<file path="src/sv/pwrm_pkg.sv">
package pwrm_pkg;

	// Ring depth and data widths
	localparam int unsigned MAX_PEAKS = 16;
	localparam int unsigned PEAK_W    = 16;
	localparam int unsigned CFG_W     = 5;
	localparam int unsigned IDX_W     = (MAX_PEAKS > 1) ? $clog2(MAX_PEAKS) : 1;
	localparam int unsigned ECNT_W    = $clog2(MAX_PEAKS + 1);
	localparam int unsigned SQ_W      = 2 * PEAK_W;
	localparam int unsigned SUM_W     = SQ_W + $clog2(MAX_PEAKS);

	// Step counters of the serial units
	localparam int unsigned BIT_CNT_W  = $clog2(PEAK_W);
	localparam int unsigned DIV_CNT_W  = $clog2(SUM_W);
	localparam int unsigned ROOT_CNT_W = $clog2(PEAK_W);

	localparam logic [CFG_W-1:0]  CFG_RESET   = CFG_W'(16);
	localparam logic [PEAK_W-1:0] PEAK_OFFSET = PEAK_W'(32768);

	typedef enum logic [2:0] {
		ST_IDLE,
		ST_SQ,
		ST_DIV,
		ST_SQRT,
		ST_EMIT
	} top_state_t;

	typedef enum logic [1:0] {
		SQ_IDLE,
		SQ_READ,
		SQ_LOAD,
		SQ_MUL
	} sq_state_t;

	// Zero acts as one, anything above the ring depth as the depth
	function automatic logic [ECNT_W-1:0] eff_count(input logic [CFG_W-1:0] cfg);
		logic [ECNT_W-1:0] res;
		if (cfg == '0) begin
			res = ECNT_W'(1);
		end else if (int'(cfg) > int'(MAX_PEAKS)) begin
			res = ECNT_W'(MAX_PEAKS);
		end else begin
			res = ECNT_W'(cfg);
		end
		return res;
	endfunction

endpackage

</file>
<file path="src/sv/pwrm_sqacc.sv">
module pwrm_sqacc (
	input  logic                          clk,
	input  logic                          arst_n,
	input  logic                          wr_en,
	input  logic [pwrm_pkg::IDX_W-1:0]    wr_addr,
	input  logic [pwrm_pkg::PEAK_W-1:0]   wr_data,
	input  logic                          start,
	input  logic [pwrm_pkg::ECNT_W-1:0]   count,
	output logic                          done,
	output logic [pwrm_pkg::SUM_W-1:0]    sum
);
	import pwrm_pkg::*;

	logic [PEAK_W-1:0]    store_q [MAX_PEAKS];
	logic [PEAK_W-1:0]    rd_q;
	sq_state_t            state_q, state_d;
	logic [IDX_W-1:0]     idx_q;
	logic [BIT_CNT_W-1:0] bit_q;
	logic                 done_q, done_d;
	logic [SQ_W-1:0]      mcand_q;
	logic [PEAK_W-1:0]    mplier_q;
	logic [SUM_W-1:0]     sum_q;
	logic                 last_bit, last_idx;

	// Peak store: one write port, one registered read port
	always_ff @(posedge clk) begin
		if (wr_en) begin
			store_q[wr_addr] <= wr_data;
		end
		rd_q <= store_q[idx_q];
	end

	assign last_bit = (bit_q == BIT_CNT_W'(PEAK_W - 1));
	assign last_idx = (ECNT_W'(idx_q) == count - ECNT_W'(1));

	// Sweep: read entry, load shifters, one multiplier bit per cycle
	always_comb begin
		state_d = state_q;
		done_d  = 1'b0;
		unique case (state_q)
			SQ_IDLE: if (start) state_d = SQ_READ;
			SQ_READ: state_d = SQ_LOAD;
			SQ_LOAD: state_d = SQ_MUL;
			SQ_MUL: begin
				if (last_bit) begin
					if (last_idx) begin
						state_d = SQ_IDLE;
						done_d  = 1'b1;
					end else begin
						state_d = SQ_READ;
					end
				end
			end
			default: state_d = SQ_IDLE;
		endcase
	end

	always_ff @(posedge clk or negedge arst_n) begin
		if (!arst_n) begin
			state_q <= SQ_IDLE;
			done_q  <= 1'b0;
			idx_q   <= '0;
			bit_q   <= '0;
		end else begin
			state_q <= state_d;
			done_q  <= done_d;
			if (state_q == SQ_IDLE && start) begin
				idx_q <= '0;
			end else if (state_q == SQ_MUL && last_bit) begin
				idx_q <= idx_q + IDX_W'(1);
			end
			if (state_q == SQ_LOAD) begin
				bit_q <= '0;
			end else if (state_q == SQ_MUL) begin
				bit_q <= bit_q + BIT_CNT_W'(1);
			end
		end
	end

	// Shift-and-add square, accumulated straight into the sum
	always_ff @(posedge clk) begin
		case (state_q)
			SQ_IDLE: if (start) sum_q <= '0;
			SQ_LOAD: begin
				mcand_q  <= SQ_W'(rd_q);
				mplier_q <= rd_q;
			end
			SQ_MUL: begin
				if (mplier_q[0]) begin
					sum_q <= sum_q + SUM_W'(mcand_q);
				end
				mcand_q  <= mcand_q << 1;
				mplier_q <= mplier_q >> 1;
			end
			default: ;
		endcase
	end

	assign done = done_q;
	assign sum  = sum_q;

endmodule

</file>
<file path="src/sv/pwrm_div.sv">
module pwrm_div (
	input  logic                          clk,
	input  logic                          arst_n,
	input  logic                          start,
	input  logic [pwrm_pkg::SUM_W-1:0]    dividend,
	input  logic [pwrm_pkg::ECNT_W-1:0]   divisor,
	output logic                          done,
	output logic [pwrm_pkg::SQ_W-1:0]     quotient
);
	import pwrm_pkg::*;

	logic                 busy_q, done_q;
	logic [DIV_CNT_W-1:0] step_q;
	logic [SUM_W-1:0]     dvd_q;
	logic [ECNT_W-1:0]    rem_q;
	logic [ECNT_W:0]      trial, diff;
	logic                 ge;

	// Restoring division, one quotient bit per cycle
	assign trial = {rem_q, dvd_q[SUM_W-1]};
	assign diff  = trial - {1'b0, divisor};
	assign ge    = (trial >= {1'b0, divisor});

	always_ff @(posedge clk or negedge arst_n) begin
		if (!arst_n) begin
			busy_q <= 1'b0;
			done_q <= 1'b0;
			step_q <= '0;
		end else begin
			done_q <= 1'b0;
			if (start) begin
				busy_q <= 1'b1;
				step_q <= '0;
			end else if (busy_q) begin
				step_q <= step_q + DIV_CNT_W'(1);
				if (step_q == DIV_CNT_W'(SUM_W - 1)) begin
					busy_q <= 1'b0;
					done_q <= 1'b1;
				end
			end
		end
	end

	always_ff @(posedge clk) begin
		if (start) begin
			dvd_q <= dividend;
			rem_q <= '0;
		end else if (busy_q) begin
			rem_q <= ge ? diff[ECNT_W-1:0] : trial[ECNT_W-1:0];
			dvd_q <= {dvd_q[SUM_W-2:0], ge};
		end
	end

	// Quotient never exceeds the largest square
	assign quotient = dvd_q[SQ_W-1:0];
	assign done     = done_q;

endmodule

</file>
<file path="src/sv/pwrm_isqrt.sv">
module pwrm_isqrt (
	input  logic                          clk,
	input  logic                          arst_n,
	input  logic                          start,
	input  logic [pwrm_pkg::SQ_W-1:0]     radicand,
	output logic                          done,
	output logic [pwrm_pkg::PEAK_W-1:0]   root
);
	import pwrm_pkg::*;

	logic                  busy_q, done_q;
	logic [ROOT_CNT_W-1:0] step_q;
	logic [SQ_W-1:0]       rad_q;
	logic [PEAK_W:0]       rem_q;
	logic [PEAK_W-1:0]     root_q;
	logic [PEAK_W+2:0]     rem_sh, trial, diff;
	logic                  ge;

	// Digit-by-digit square root, two radicand bits per cycle
	assign rem_sh = {rem_q, rad_q[SQ_W-1 -: 2]};
	assign trial  = {1'b0, root_q, 2'b01};
	assign diff   = rem_sh - trial;
	assign ge     = (rem_sh >= trial);

	always_ff @(posedge clk or negedge arst_n) begin
		if (!arst_n) begin
			busy_q <= 1'b0;
			done_q <= 1'b0;
			step_q <= '0;
		end else begin
			done_q <= 1'b0;
			if (start) begin
				busy_q <= 1'b1;
				step_q <= '0;
			end else if (busy_q) begin
				step_q <= step_q + ROOT_CNT_W'(1);
				if (step_q == ROOT_CNT_W'(PEAK_W - 1)) begin
					busy_q <= 1'b0;
					done_q <= 1'b1;
				end
			end
		end
	end

	always_ff @(posedge clk) begin
		if (start) begin
			rad_q  <= radicand;
			rem_q  <= '0;
			root_q <= '0;
		end else if (busy_q) begin
			rem_q  <= ge ? diff[PEAK_W:0] : rem_sh[PEAK_W:0];
			root_q <= {root_q[PEAK_W-2:0], ge};
			rad_q  <= rad_q << 2;
		end
	end

	assign root = root_q;
	assign done = done_q;

endmodule

</file>
<file path="src/sv/peak_window_rms_meter.sv">
// Peak-window RMS level meter.
// Input channel (in_valid/in_ready): one signed audio sample per transaction,
// with period_end set on the last sample of a period. Output channel
// (out_valid/out_ready): one transaction per sample carrying period_end, with
// the period peak (sample + 32768), an average_valid flag and the last level.
// A sample without period_end is taken and gives no output.
// A period end that does not close the ring passes through the EMIT state to
// the output register. One that closes the ring first runs the serial sum of
// squares over the stored peaks, then the divider and then the square root.
// in_ready is low while that work is in progress.
// A finished result waits in the EMIT state until the output register is free;
// in_ready is low there too, so no samples or period ends are taken meanwhile.
// cfg_we/cfg_data write peak_count (0 acts as 1, above 16 as 16) and must only
// be used while the block is idle.
// Reset clears the running peak, ring position and held level and sets
// peak_count to 16; ring entries are undefined until written.
module peak_window_rms_meter (
	input  logic                          clk,
	input  logic                          arst_n,
	input  logic                          cfg_we,
	input  logic [pwrm_pkg::CFG_W-1:0]    cfg_data,
	input  logic                          in_valid,
	output logic                          in_ready,
	input  logic signed [15:0]            sample,
	input  logic                          period_end,
	output logic                          out_valid,
	input  logic                          out_ready,
	output logic [pwrm_pkg::PEAK_W-1:0]   period_peak,
	output logic                          average_valid,
	output logic [pwrm_pkg::PEAK_W-1:0]   level_average
);
	import pwrm_pkg::*;

	top_state_t        state_q, state_d;
	logic [CFG_W-1:0]  cfg_q;
	logic [PEAK_W-1:0] run_peak_q, held_avg_q;
	logic [IDX_W-1:0]  pos_q;
	logic [PEAK_W-1:0] res_peak_q;
	logic              res_avg_q;
	logic              out_valid_q;
	logic [PEAK_W-1:0] out_peak_q, out_level_q;
	logic              out_avg_q;

	logic              acc, end_acc, wrap, load_out;
	logic              sq_start, div_start, sqrt_start;
	logic              sq_done, div_done, sqrt_done;
	logic [PEAK_W-1:0] offset, new_peak;
	logic [ECNT_W-1:0] cnt_eff, next_pos;
	logic [SUM_W-1:0]  sum;
	logic [SQ_W-1:0]   quot;
	logic [PEAK_W-1:0] root;

	// Offset-binary sample and updated running peak
	assign offset   = PEAK_W'(sample) ^ PEAK_OFFSET;
	assign new_peak = (offset > run_peak_q) ? offset : run_peak_q;

	assign acc      = in_valid && in_ready;
	assign end_acc  = acc && period_end;
	assign cnt_eff  = eff_count(cfg_q);
	assign next_pos = ECNT_W'(pos_q) + ECNT_W'(1);
	assign wrap     = (next_pos >= cnt_eff);
	assign in_ready = (state_q == ST_IDLE);

	// Sequencer over the three serial units
	always_comb begin
		state_d    = state_q;
		sq_start   = 1'b0;
		div_start  = 1'b0;
		sqrt_start = 1'b0;
		load_out   = 1'b0;
		unique case (state_q)
			ST_IDLE: begin
				if (end_acc) begin
					state_d  = wrap ? ST_SQ : ST_EMIT;
					sq_start = wrap;
				end
			end
			ST_SQ: begin
				if (sq_done) begin
					state_d   = ST_DIV;
					div_start = 1'b1;
				end
			end
			ST_DIV: begin
				if (div_done) begin
					state_d    = ST_SQRT;
					sqrt_start = 1'b1;
				end
			end
			ST_SQRT: if (sqrt_done) state_d = ST_EMIT;
			ST_EMIT: begin
				if (!out_valid_q || out_ready) begin
					load_out = 1'b1;
					state_d  = ST_IDLE;
				end
			end
			default: state_d = ST_IDLE;
		endcase
	end

	// Control state
	always_ff @(posedge clk or negedge arst_n) begin
		if (!arst_n) begin
			state_q     <= ST_IDLE;
			cfg_q       <= CFG_RESET;
			run_peak_q  <= '0;
			pos_q       <= '0;
			held_avg_q  <= '0;
			out_valid_q <= 1'b0;
		end else begin
			state_q <= state_d;
			if (cfg_we) begin
				cfg_q <= cfg_data;
			end
			if (acc) begin
				run_peak_q <= period_end ? '0 : new_peak;
			end
			if (end_acc) begin
				pos_q <= wrap ? '0 : next_pos[IDX_W-1:0];
			end
			if (sqrt_done) begin
				held_avg_q <= root;
			end
			if (load_out) begin
				out_valid_q <= 1'b1;
			end else if (out_ready) begin
				out_valid_q <= 1'b0;
			end
		end
	end

	// Pending result and output register
	always_ff @(posedge clk) begin
		if (end_acc) begin
			res_peak_q <= new_peak;
			res_avg_q  <= wrap;
		end
		if (load_out) begin
			out_peak_q  <= res_peak_q;
			out_avg_q   <= res_avg_q;
			out_level_q <= held_avg_q;
		end
	end

	pwrm_sqacc u_sqacc (
		.clk     (clk),
		.arst_n  (arst_n),
		.wr_en   (end_acc),
		.wr_addr (pos_q),
		.wr_data (new_peak),
		.start   (sq_start),
		.count   (cnt_eff),
		.done    (sq_done),
		.sum     (sum)
	);

	pwrm_div u_div (
		.clk      (clk),
		.arst_n   (arst_n),
		.start    (div_start),
		.dividend (sum),
		.divisor  (cnt_eff),
		.done     (div_done),
		.quotient (quot)
	);

	pwrm_isqrt u_isqrt (
		.clk      (clk),
		.arst_n   (arst_n),
		.start    (sqrt_start),
		.radicand (quot),
		.done     (sqrt_done),
		.root     (root)
	);

	assign out_valid     = out_valid_q;
	assign period_peak   = out_peak_q;
	assign average_valid = out_avg_q;
	assign level_average = out_level_q;

`ifndef SYNTHESIS
	a_sq_done_in_sq: assert property (@(posedge clk) disable iff (!arst_n)
		sq_done |-> state_q == ST_SQ)
		else $error("sum of squares finished outside its phase");
	a_div_done_in_div: assert property (@(posedge clk) disable iff (!arst_n)
		div_done |-> state_q == ST_DIV)
		else $error("divider finished outside its phase");
	a_sqrt_done_in_sqrt: assert property (@(posedge clk) disable iff (!arst_n)
		sqrt_done |-> state_q == ST_SQRT)
		else $error("square root finished outside its phase");
	a_load_from_emit: assert property (@(posedge clk) disable iff (!arst_n)
		$rose(out_valid_q) |-> $past(state_q) == ST_EMIT)
		else $error("output loaded without a pending result");
`endif

endmodule
</file>
<file path="config.mk">
export PLATFORM = sky130hd
export DESIGN_NAME = peak_window_rms_meter
export DESIGN_NICKNAME = d
export VERILOG_FILES = /design/src/sv/pwrm_pkg.sv /design/src/sv/pwrm_sqacc.sv /design/src/sv/pwrm_div.sv /design/src/sv/pwrm_isqrt.sv /design/src/sv/peak_window_rms_meter.sv
export SDC_FILE = /design/constraint.sdc
export NUM_CORES = 1
export LEC_CHECK = 0
export BUFFER_PORTS_ARGS = -buffer_cell sky130_fd_sc_hd__buf_2
export CAP_MARGIN = 5
export CORE_AREA = 2 2 274 276
export DETAILED_ROUTE_END_ITERATION = 7
export DIE_AREA = 0 0 276 278
export MAX_ROUTING_LAYER = met4
export PLACE_DENSITY_LB_ADDON = 0.3
export SYNTH_ARGS = -nofsm -noshare
export SYNTH_HDL_FRONTEND = slang
export SYNTH_SLANG_ARGS = --single-unit
</file>
<file path="constraint.sdc">
create_clock -name clk -period 6.25 [get_ports clk]
set_clock_uncertainty 0.2 [all_clocks]
set_input_delay 0 -clock clk [delete_from_list [all_inputs] [get_ports clk]]
set_output_delay 0 -clock clk [all_outputs]
set_load 0.02 [all_outputs]
</file>
Yosys cells after proc, flatten, opt, wreduce, memory -nomap -nowiden
Memory sizes are Yosys's and may differ from the RTL's. A register that Yosys moved wholly into a read port is not among the register bits.
Cells that the tools add are included.
- RAM bits: 256
- output and inout bits: 35
- bits in registers: 310
- memories: 1
- $lt $le $gt $ge: 5
- eq/ne operators: 19
- reductions and logical operators: 18
- bitwise logic cells: 1
- $add $sub $neg: 9
- muxes and demuxes: 62
- memories (memory ; words ; width ; read ports ; clocked after memory_dff ; write ports ; line ; source):
    u_sqacc.store_q ; 16 ; 16 ; 1 ; 1 ; 1 ; pwrm_sqacc.sv:14 ; logic [PEAK_W-1:0] store_q [MAX_PEAKS];
- operator list (kind ; number):
    two-way mux 36 bit ; 4
    one-hot mux 36 bit (2 select lines) ; 1
    two-way mux 32 bit ; 2
    one-hot mux 32 bit (2 select lines) ; 1
    adder 36 x 32 -> 36 bit ; 1
    two-way mux 16 bit ; 2
    one-hot mux 16 bit (2 select lines) ; 1
    two-way mux 1 bit ; 28
    two-way mux 4 bit ; 7
    greater-or-equal comparator 19 x 18 -> 1 bit ; 1
    two-way mux 3 bit ; 6
    two-way mux 17 bit ; 1
    subtractor 17 bit ; 1
    > comparator 16 bit ; 1
    two-way mux 5 bit ; 3
    one-hot mux 3 bit (5 select lines) ; 1
    != test 2 x 1 -> 1 bit, second input constant ; 7
    adder 4 x 1 -> 4 bit, second input constant ; 3
    two-way mux 6 bit ; 2
    nonzero test 2 bit ; 6
    == test 4 bit, second input constant ; 2
    one-hot mux 2 bit (4 select lines) ; 1
    adder 6 x 1 -> 6 bit, second input constant ; 1
    == test 3 x 2 -> 1 bit, second input constant ; 2
    24 further kinds ; 29

Longest topological paths before layout
- depth in word-level cells: 8
- gate-level depth with buffers: 13
- mapped depth without buffers: 13

Hierarchy
Synthesis repeated with hierarchy kept, for this count alone.
- cell total of the unflattened synthesis: 1838
- area total of the unflattened synthesis: 26494.2 um2
- modules (own cells, without submodules) (module ; seq. area each (um2) ; area an instance (um2) ; cells an instance ; times used):
    pwrm_sqacc ; 10805.4 ; 15796.4 ; 960 ; 1
    peak_window_rms_meter ; 2628.8 ; 4154.0 ; 297 ; 1
    pwrm_isqrt ; 1771.7 ; 3982.6 ; 381 ; 1
    pwrm_div ; 1381.3 ; 2561.2 ; 200 ; 1

Worst setup path before layout
OpenSTA, ideal clock, no wires.
- path type: register to register
- start: register state_q[1]
- end: register u_sqacc.sum_q[0], in the netlist u_sqacc.sum[0] (enable)
- buffers on the path: 3
- data required time: 5.609 ns
- slack: 1.320 ns
- arrival time: 4.289 ns
- clock period less this slack: 4.930 ns
- stages on the path, launching flop included: 10
- cells stage by stage: dfrtp_1 clkbuf_1 nor3_1 and2_1 buf_2 nand2_1 inv_1 clkbuf_1 nand2_1 a21oi_1
- cells in the longest elaborated chain, start to end: 7
- RTL lines (item ; line ; source):
    start: declaration ; peak_window_rms_meter.sv:34 ; top_state_t state_q, state_d;
    start signal: assignment ; peak_window_rms_meter.sv:111 ; state_q <= state_d;
    logical NOT 3 bit ; peak_window_rms_meter.sv:62 ; assign in_ready = (state_q == ST_IDLE);
    named net in_ready ; peak_window_rms_meter.sv:23 ; output logic in_ready,
    logical AND 1 bit ; peak_window_rms_meter.sv:57 ; assign acc = in_valid && in_ready;
    logical AND 1 bit ; peak_window_rms_meter.sv:58 ; assign end_acc = acc && period_end;
    named net end_acc ; peak_window_rms_meter.sv:44 ; logic acc, end_acc, wrap, load_out;
    two-way mux 1 bit ; peak_window_rms_meter.sv:73 ; if (end_acc) begin
    two-way mux 1 bit ; peak_window_rms_meter.sv:71 ; unique case (state_q)
    != test 2 x 1 -> 1 bit (no line) ; - ;
    AND reduction 3 bit (no line) ; - ;
    end signal: assignment ; pwrm_sqacc.sv:90 ; sum_q <= sum_q + SUM_W'(mcand_q);
    end: declaration ; pwrm_sqacc.sv:22 ; logic [SUM_W-1:0] sum_q;
The timed path passes the listed nets, and every way through them passes these cells.
A chain may end at the register's enable or synchronous reset.

Final worst setup path
- start: register run_peak_q[9]
- end: register run_peak_q[9]
- cells in the longest elaborated chain, start to end: 3
- RTL lines (item ; line ; source):
    start: declaration ; peak_window_rms_meter.sv:36 ; logic [PEAK_W-1:0] run_peak_q, held_avg_q;
    start signal: assignment ; peak_window_rms_meter.sv:116 ; run_peak_q <= period_end ? '0 : new_peak;
    > comparator 16 bit ; peak_window_rms_meter.sv:55 ; assign new_peak = (offset > run_peak_q) ? offset : run_peak_q;
    two-way mux 16 bit * ; peak_window_rms_meter.sv:55 ;
    two-way mux 16 bit * ; peak_window_rms_meter.sv:116 ;
Every way passes the cells marked *; elsewhere a longest branch is shown, timed or not.

==> flow_summary_export.csv <==
group,metric,value,unit
run_status,status,"complete, but fails checks",
run_status,violated_checks,"DRC",
logic_synthesis,synth.yosys.seq_area_share,64.6,%
logic_synthesis,mux_cell_area_share_after_synthesis,9.63,%
logic_synthesis,yosysTopAreaCellShare,53.5,%
cells_and_area,final_common_cell,"edfxtp_1",
global_route,grt_antenna_before_repair,0,
cells_and_area,layout.cells.non_filler,3054,
logic_synthesis,yosys_warnings,0,
critical_path,timing.critical_path.from_type,"register",
sta,finalWorstPathRequiredPeriod,4050,ps
route,route.final.wire_length,54700,microns
logic_synthesis,synth_compound_gate_area_share,6.21,%
floorplanning,fp.dieW,276,microns
cells_and_area,fillerInstances,6931,
pwr,power.switching_fraction,29.8,%
global_route,first_pass_grt_wire_length,87200,microns
route,remaining_routing_drc_violations,1,
placed_design,sum_of_net_half_perimeters_after_detailed_placement,33600,microns
floorplanning,dieHeight,278,microns
hold_path,hold_path_end,"pos_q[0]$_DFFE_PN0P_",
floorplanning,core_area,73800,sq um
route,vias,15216,
run,drv.max_cap_violation_count,0,
route,via_per_inst,4.98,
clock_network,clk_pin_slew,60,ps
critical_path,critical_path_required,6550,ps
logic_synthesis,post_synthesis_xor_xnor_area_fraction,1.91,%
clock_network,clk_latency,630,ps
clock_network,cts_htree_levels,2,
sta,worst_hold_slack,54.0,ps
cells_and_area,areaGrowthSynthToFinish,15.4,%
placed_design,place.gp.congestion,0.847,
cells_and_area,final_nets,2156,
cells_and_area,mostFrequentLayoutCells,"edfxtp_1 (458), nand2_1 (357), nor2_1 (105)",
cells_and_area,share_of_layout_cells_above_drive_strength_1,14.6,%
critical_path,reg_to_reg_critical_path_endpoint,"run_peak_q[9]$_DFFE_PN0P_",
placed_design,placedCellCount,2882,
pwr,max-vdd-ir-drop,0.282,mV
route,routedWlPerCell,17.9,microns
sta,slew-limit-headroom,18.8,%
pwr,pwr-share-clk,31.1,%
pwr,cell_int_power,0.00749,W
logic_synthesis,combinational_family_with_the_most_area_after_synthesis,"simple AND/OR/NAND/NOR gates",
sta,final_clock_period_utilization_by_the_worst_path,64.8,%
logic_synthesis,synth.distinct_cells,79,
placed_design,placement.io_buffers,61,
global_route,largest_net_degree_at_the_start_of_global_routing,63,
pwr,power.net_switching,0.00318,W
floorplanning,i_o_pin_total,62,
clock_network,post_cts.repair.setup_buffers,0,
route,ant_nets,0,
sta,clock.fmax,0.247,GHz
logic_synthesis,syn-mean-instance-area,13.5,sq um
logic_synthesis,yosys_most_used_dff,"edfxtp_1",
route,drt_iter0_drc,910,
clock_network,tritoncts,"yes",
pwr,leakagePower,11.0,nW
sta,rsz0062_at_grt,"no",
floorplanning,start_util,34.8,%
sta,final.setup.tns,0,ps
critical_path,cp_data_arrival_time,4350,ps
logic_synthesis,synthesis.instances,1901,
cells_and_area,antenna-diode-count,0,
sta,final-hold-violation-count,0,
global_route,first_global_vias,15737,
logic_synthesis,yosys_register_bits,582,
critical_path,cp-end-kind,"register",
clock_network,cts_root_buffer,"clkbuf_16",
sta,slew_violations,0,
logic_synthesis,synth_simple_gate_area_share,11.0,%
hold_path,worst_hold_path.num_cells,5,
hold_path,min_path_type,"in -> reg",
route,dr.pass1.iters,7,
clock_network,cts_buffers,55,
clock_network,maximum_clock_path_buffer_count,3,
critical_path,crit_type,"reg -> reg",
floorplanning,row_count,100,
logic_synthesis,synthTopCellsByArea,"edfxtp_1 (54%), mux4_2 (7.0%), dfrtp_1 (6.7%)",
pwr,combinationalPowerShare,23.1,%
logic_synthesis,synthesis.area,25700,sq um
logic_synthesis,mappedNetlistNets,2019,
logic_synthesis,netlist.top_cell.by_area,"edfxtp_1",
sta,setup_violations,0,
logic_synthesis,synth_adder_area_share,4.49,%
pwr,power_per_cell_area,360,nW/um^2
critical_path,worst_case_reg_to_reg_path_depth,13,
global_route,global_route.overflow_total,0,
pwr,share_seq_of_total_power,45.8,%
clock_network,clock_sink_count,582,
global_route,grt.total_usage,14.6,%
hold_path,holdCritStartpoint,"in_valid",
logic_synthesis,synth_edf_count,458,
critical_path,reg2reg_slack,2200,ps
sta,worst_slew_pin_slew,1220,ps
floorplanning,die_area,76700,sq um
critical_path,reg2reg_from,"run_peak_q[9]$_DFFE_PN0P_",
logic_synthesis,async_set_reset_flop_share_out_of_synthesis,12.0,%
critical_path,path_max_fanout,35,
==> cell usage after synthesis (9+ instances only) <==
| cell | instances |
|---|---|
| a21oi_1 | 57 |
| a21o_1 | 25 |
| nand3_1 | 26 |
| edfxtp_1 | 458 |
| clkbuf_1 | 63 |
| ha_1 | 89 |
| inv_1 | 63 |
| o21ai_0 | 61 |
| dfxtp_1 | 54 |
| a22o_1 | 10 |
| mux2i_1 | 40 |
| nand2_1 | 357 |
| nor2b_1 | 10 |
| mux4_2 | 80 |
| nand2b_1 | 12 |
| a211oi_1 | 12 |
| xnor2_1 | 37 |
| mux2_2 | 23 |
| xor2_1 | 19 |
| a31oi_1 | 9 |
| nor3_1 | 25 |
| nand4_1 | 21 |
| and3_1 | 16 |
| nor2_1 | 106 |
| buf_1 | 9 |
| and2_1 | 34 |
| dfrtp_1 | 69 |
==> per-layer routing <==
| layer | wire length, microns | vias to the layer above | GRT usage [%] |
|---|---|---|---|
| li1 | - | 7284 | - |
| met1 | 25200 | 7616 | 19.1 |
| met2 | 26400 | 250 | 24.1 |
| met3 | 2270 | 66 | 2.08 |
| met4 | 901 | 0 | 3.80 |
| met5 | 0 | - | - |
==> power groups by stage <==
| stage | clock network [W] | logic (W) | registers [W] |
|---|---|---|---|
| after floorplan | 0 | 0.00189 | 0.00490 |
| after global placement | 0 | 0.00240 | 0.00496 |
| after detailed placement | 0 | 0.00245 | 0.00497 |
| after CTS | 0.00340 | 0.00248 | 0.00489 |
| after global routing | 0.00354 | 0.00278 | 0.00493 |
| final | 0.00331 | 0.00247 | 0.00489 |
==> flip-flops by register name (all words and copies together), names as in the netlist, 17 cells and up <==
signal,cells
u_div.dvd_q,36
u_sqacc.sum,36
u_isqrt.rem_q,17
u_sqacc.mcand_q,32
u_sqacc.store_q,256
u_isqrt.rad_q,32
==> cells by family after synthesis <==
logic type	Yosys count
and+or+nand+nor	641
AOI/OAI and AO/OA	242
adders and majority gates	91
DFF	582
xor gates and xnor gates	56
muxes	144
buffers and inverters	145
==> area by class of cell <==
class | count | area (sq um) | area share (%)
sequential | 582 | 16600 | 56.0
timing repair buffer | 161 | 1230 | 4.15
tap | 969 | 1210 | 4.09
multi-input combinational | 1174 | 8560 | 28.9
clock inverter | 27 | 260 | 0.878
clock buffer | 77 | 1530 | 5.16
inverter | 64 | 240 | 0.811
==> critical path: stages (launching register included) <==
cell	delay, ps
dfrtp_1	390
inv_1	100
ha_1	250
a21o_1	190
a21o_1	170
a21oi_1	130
o21ai_1	140
a2111oi_0	490
nor2_2	190
buf_4	280
nand4_1	120
dlygate4sd3_1	540
o311ai_0	120
dlygate4sd3_1	600
==> worst max path at each step <==
stage,from,to,slack [ps],depth (start not counted)
floorplan,state_q[1]$_DFFE_PN0P_,u_sqacc.sum[0]$_SDFFCE_PN0P_,1320,9
global placement,run_peak_q[9]$_DFFE_PN0P_,u_sqacc.store_q[0][15]$_DFFE_PP_,2600,9
detailed placement,run_peak_q[9]$_DFFE_PN0P_,u_sqacc.store_q[2][15]$_DFFE_PP_,2490,9
CTS,run_peak_q[9]$_DFFE_PN0P_,run_peak_q[2]$_DFFE_PN0P_,2260,13
global route,run_peak_q[9]$_DFFE_PN0P_,run_peak_q[6]$_DFFE_PN0P_,1950,13
finish,run_peak_q[9]$_DFFE_PN0P_,run_peak_q[9]$_DFFE_PN0P_,2200,13
==> what timing repair did <==
| item | in CTS | in global routing |
|---|---|---|
| endpoints found under the hold margin | 368 | 0 |
| gates resized for setup | 0 | 0 |
| hold buffers | 68 | 0 |
==> through the flow <==
stage               instance area (sq um)  utilization (%)  setup slack (ps)  power (W)
floorplan                           25700                -              1320    0.00679
global placement                    27200             36.8              2600    0.00736
detailed placement                  27200             36.8              2490    0.00742
CTS                                 29600             40.1              2260     0.0108
global route                        29600             40.1              1950     0.0112
finish                              29600             40.1              2200     0.0107
Power figures use the tool's default switching activity.
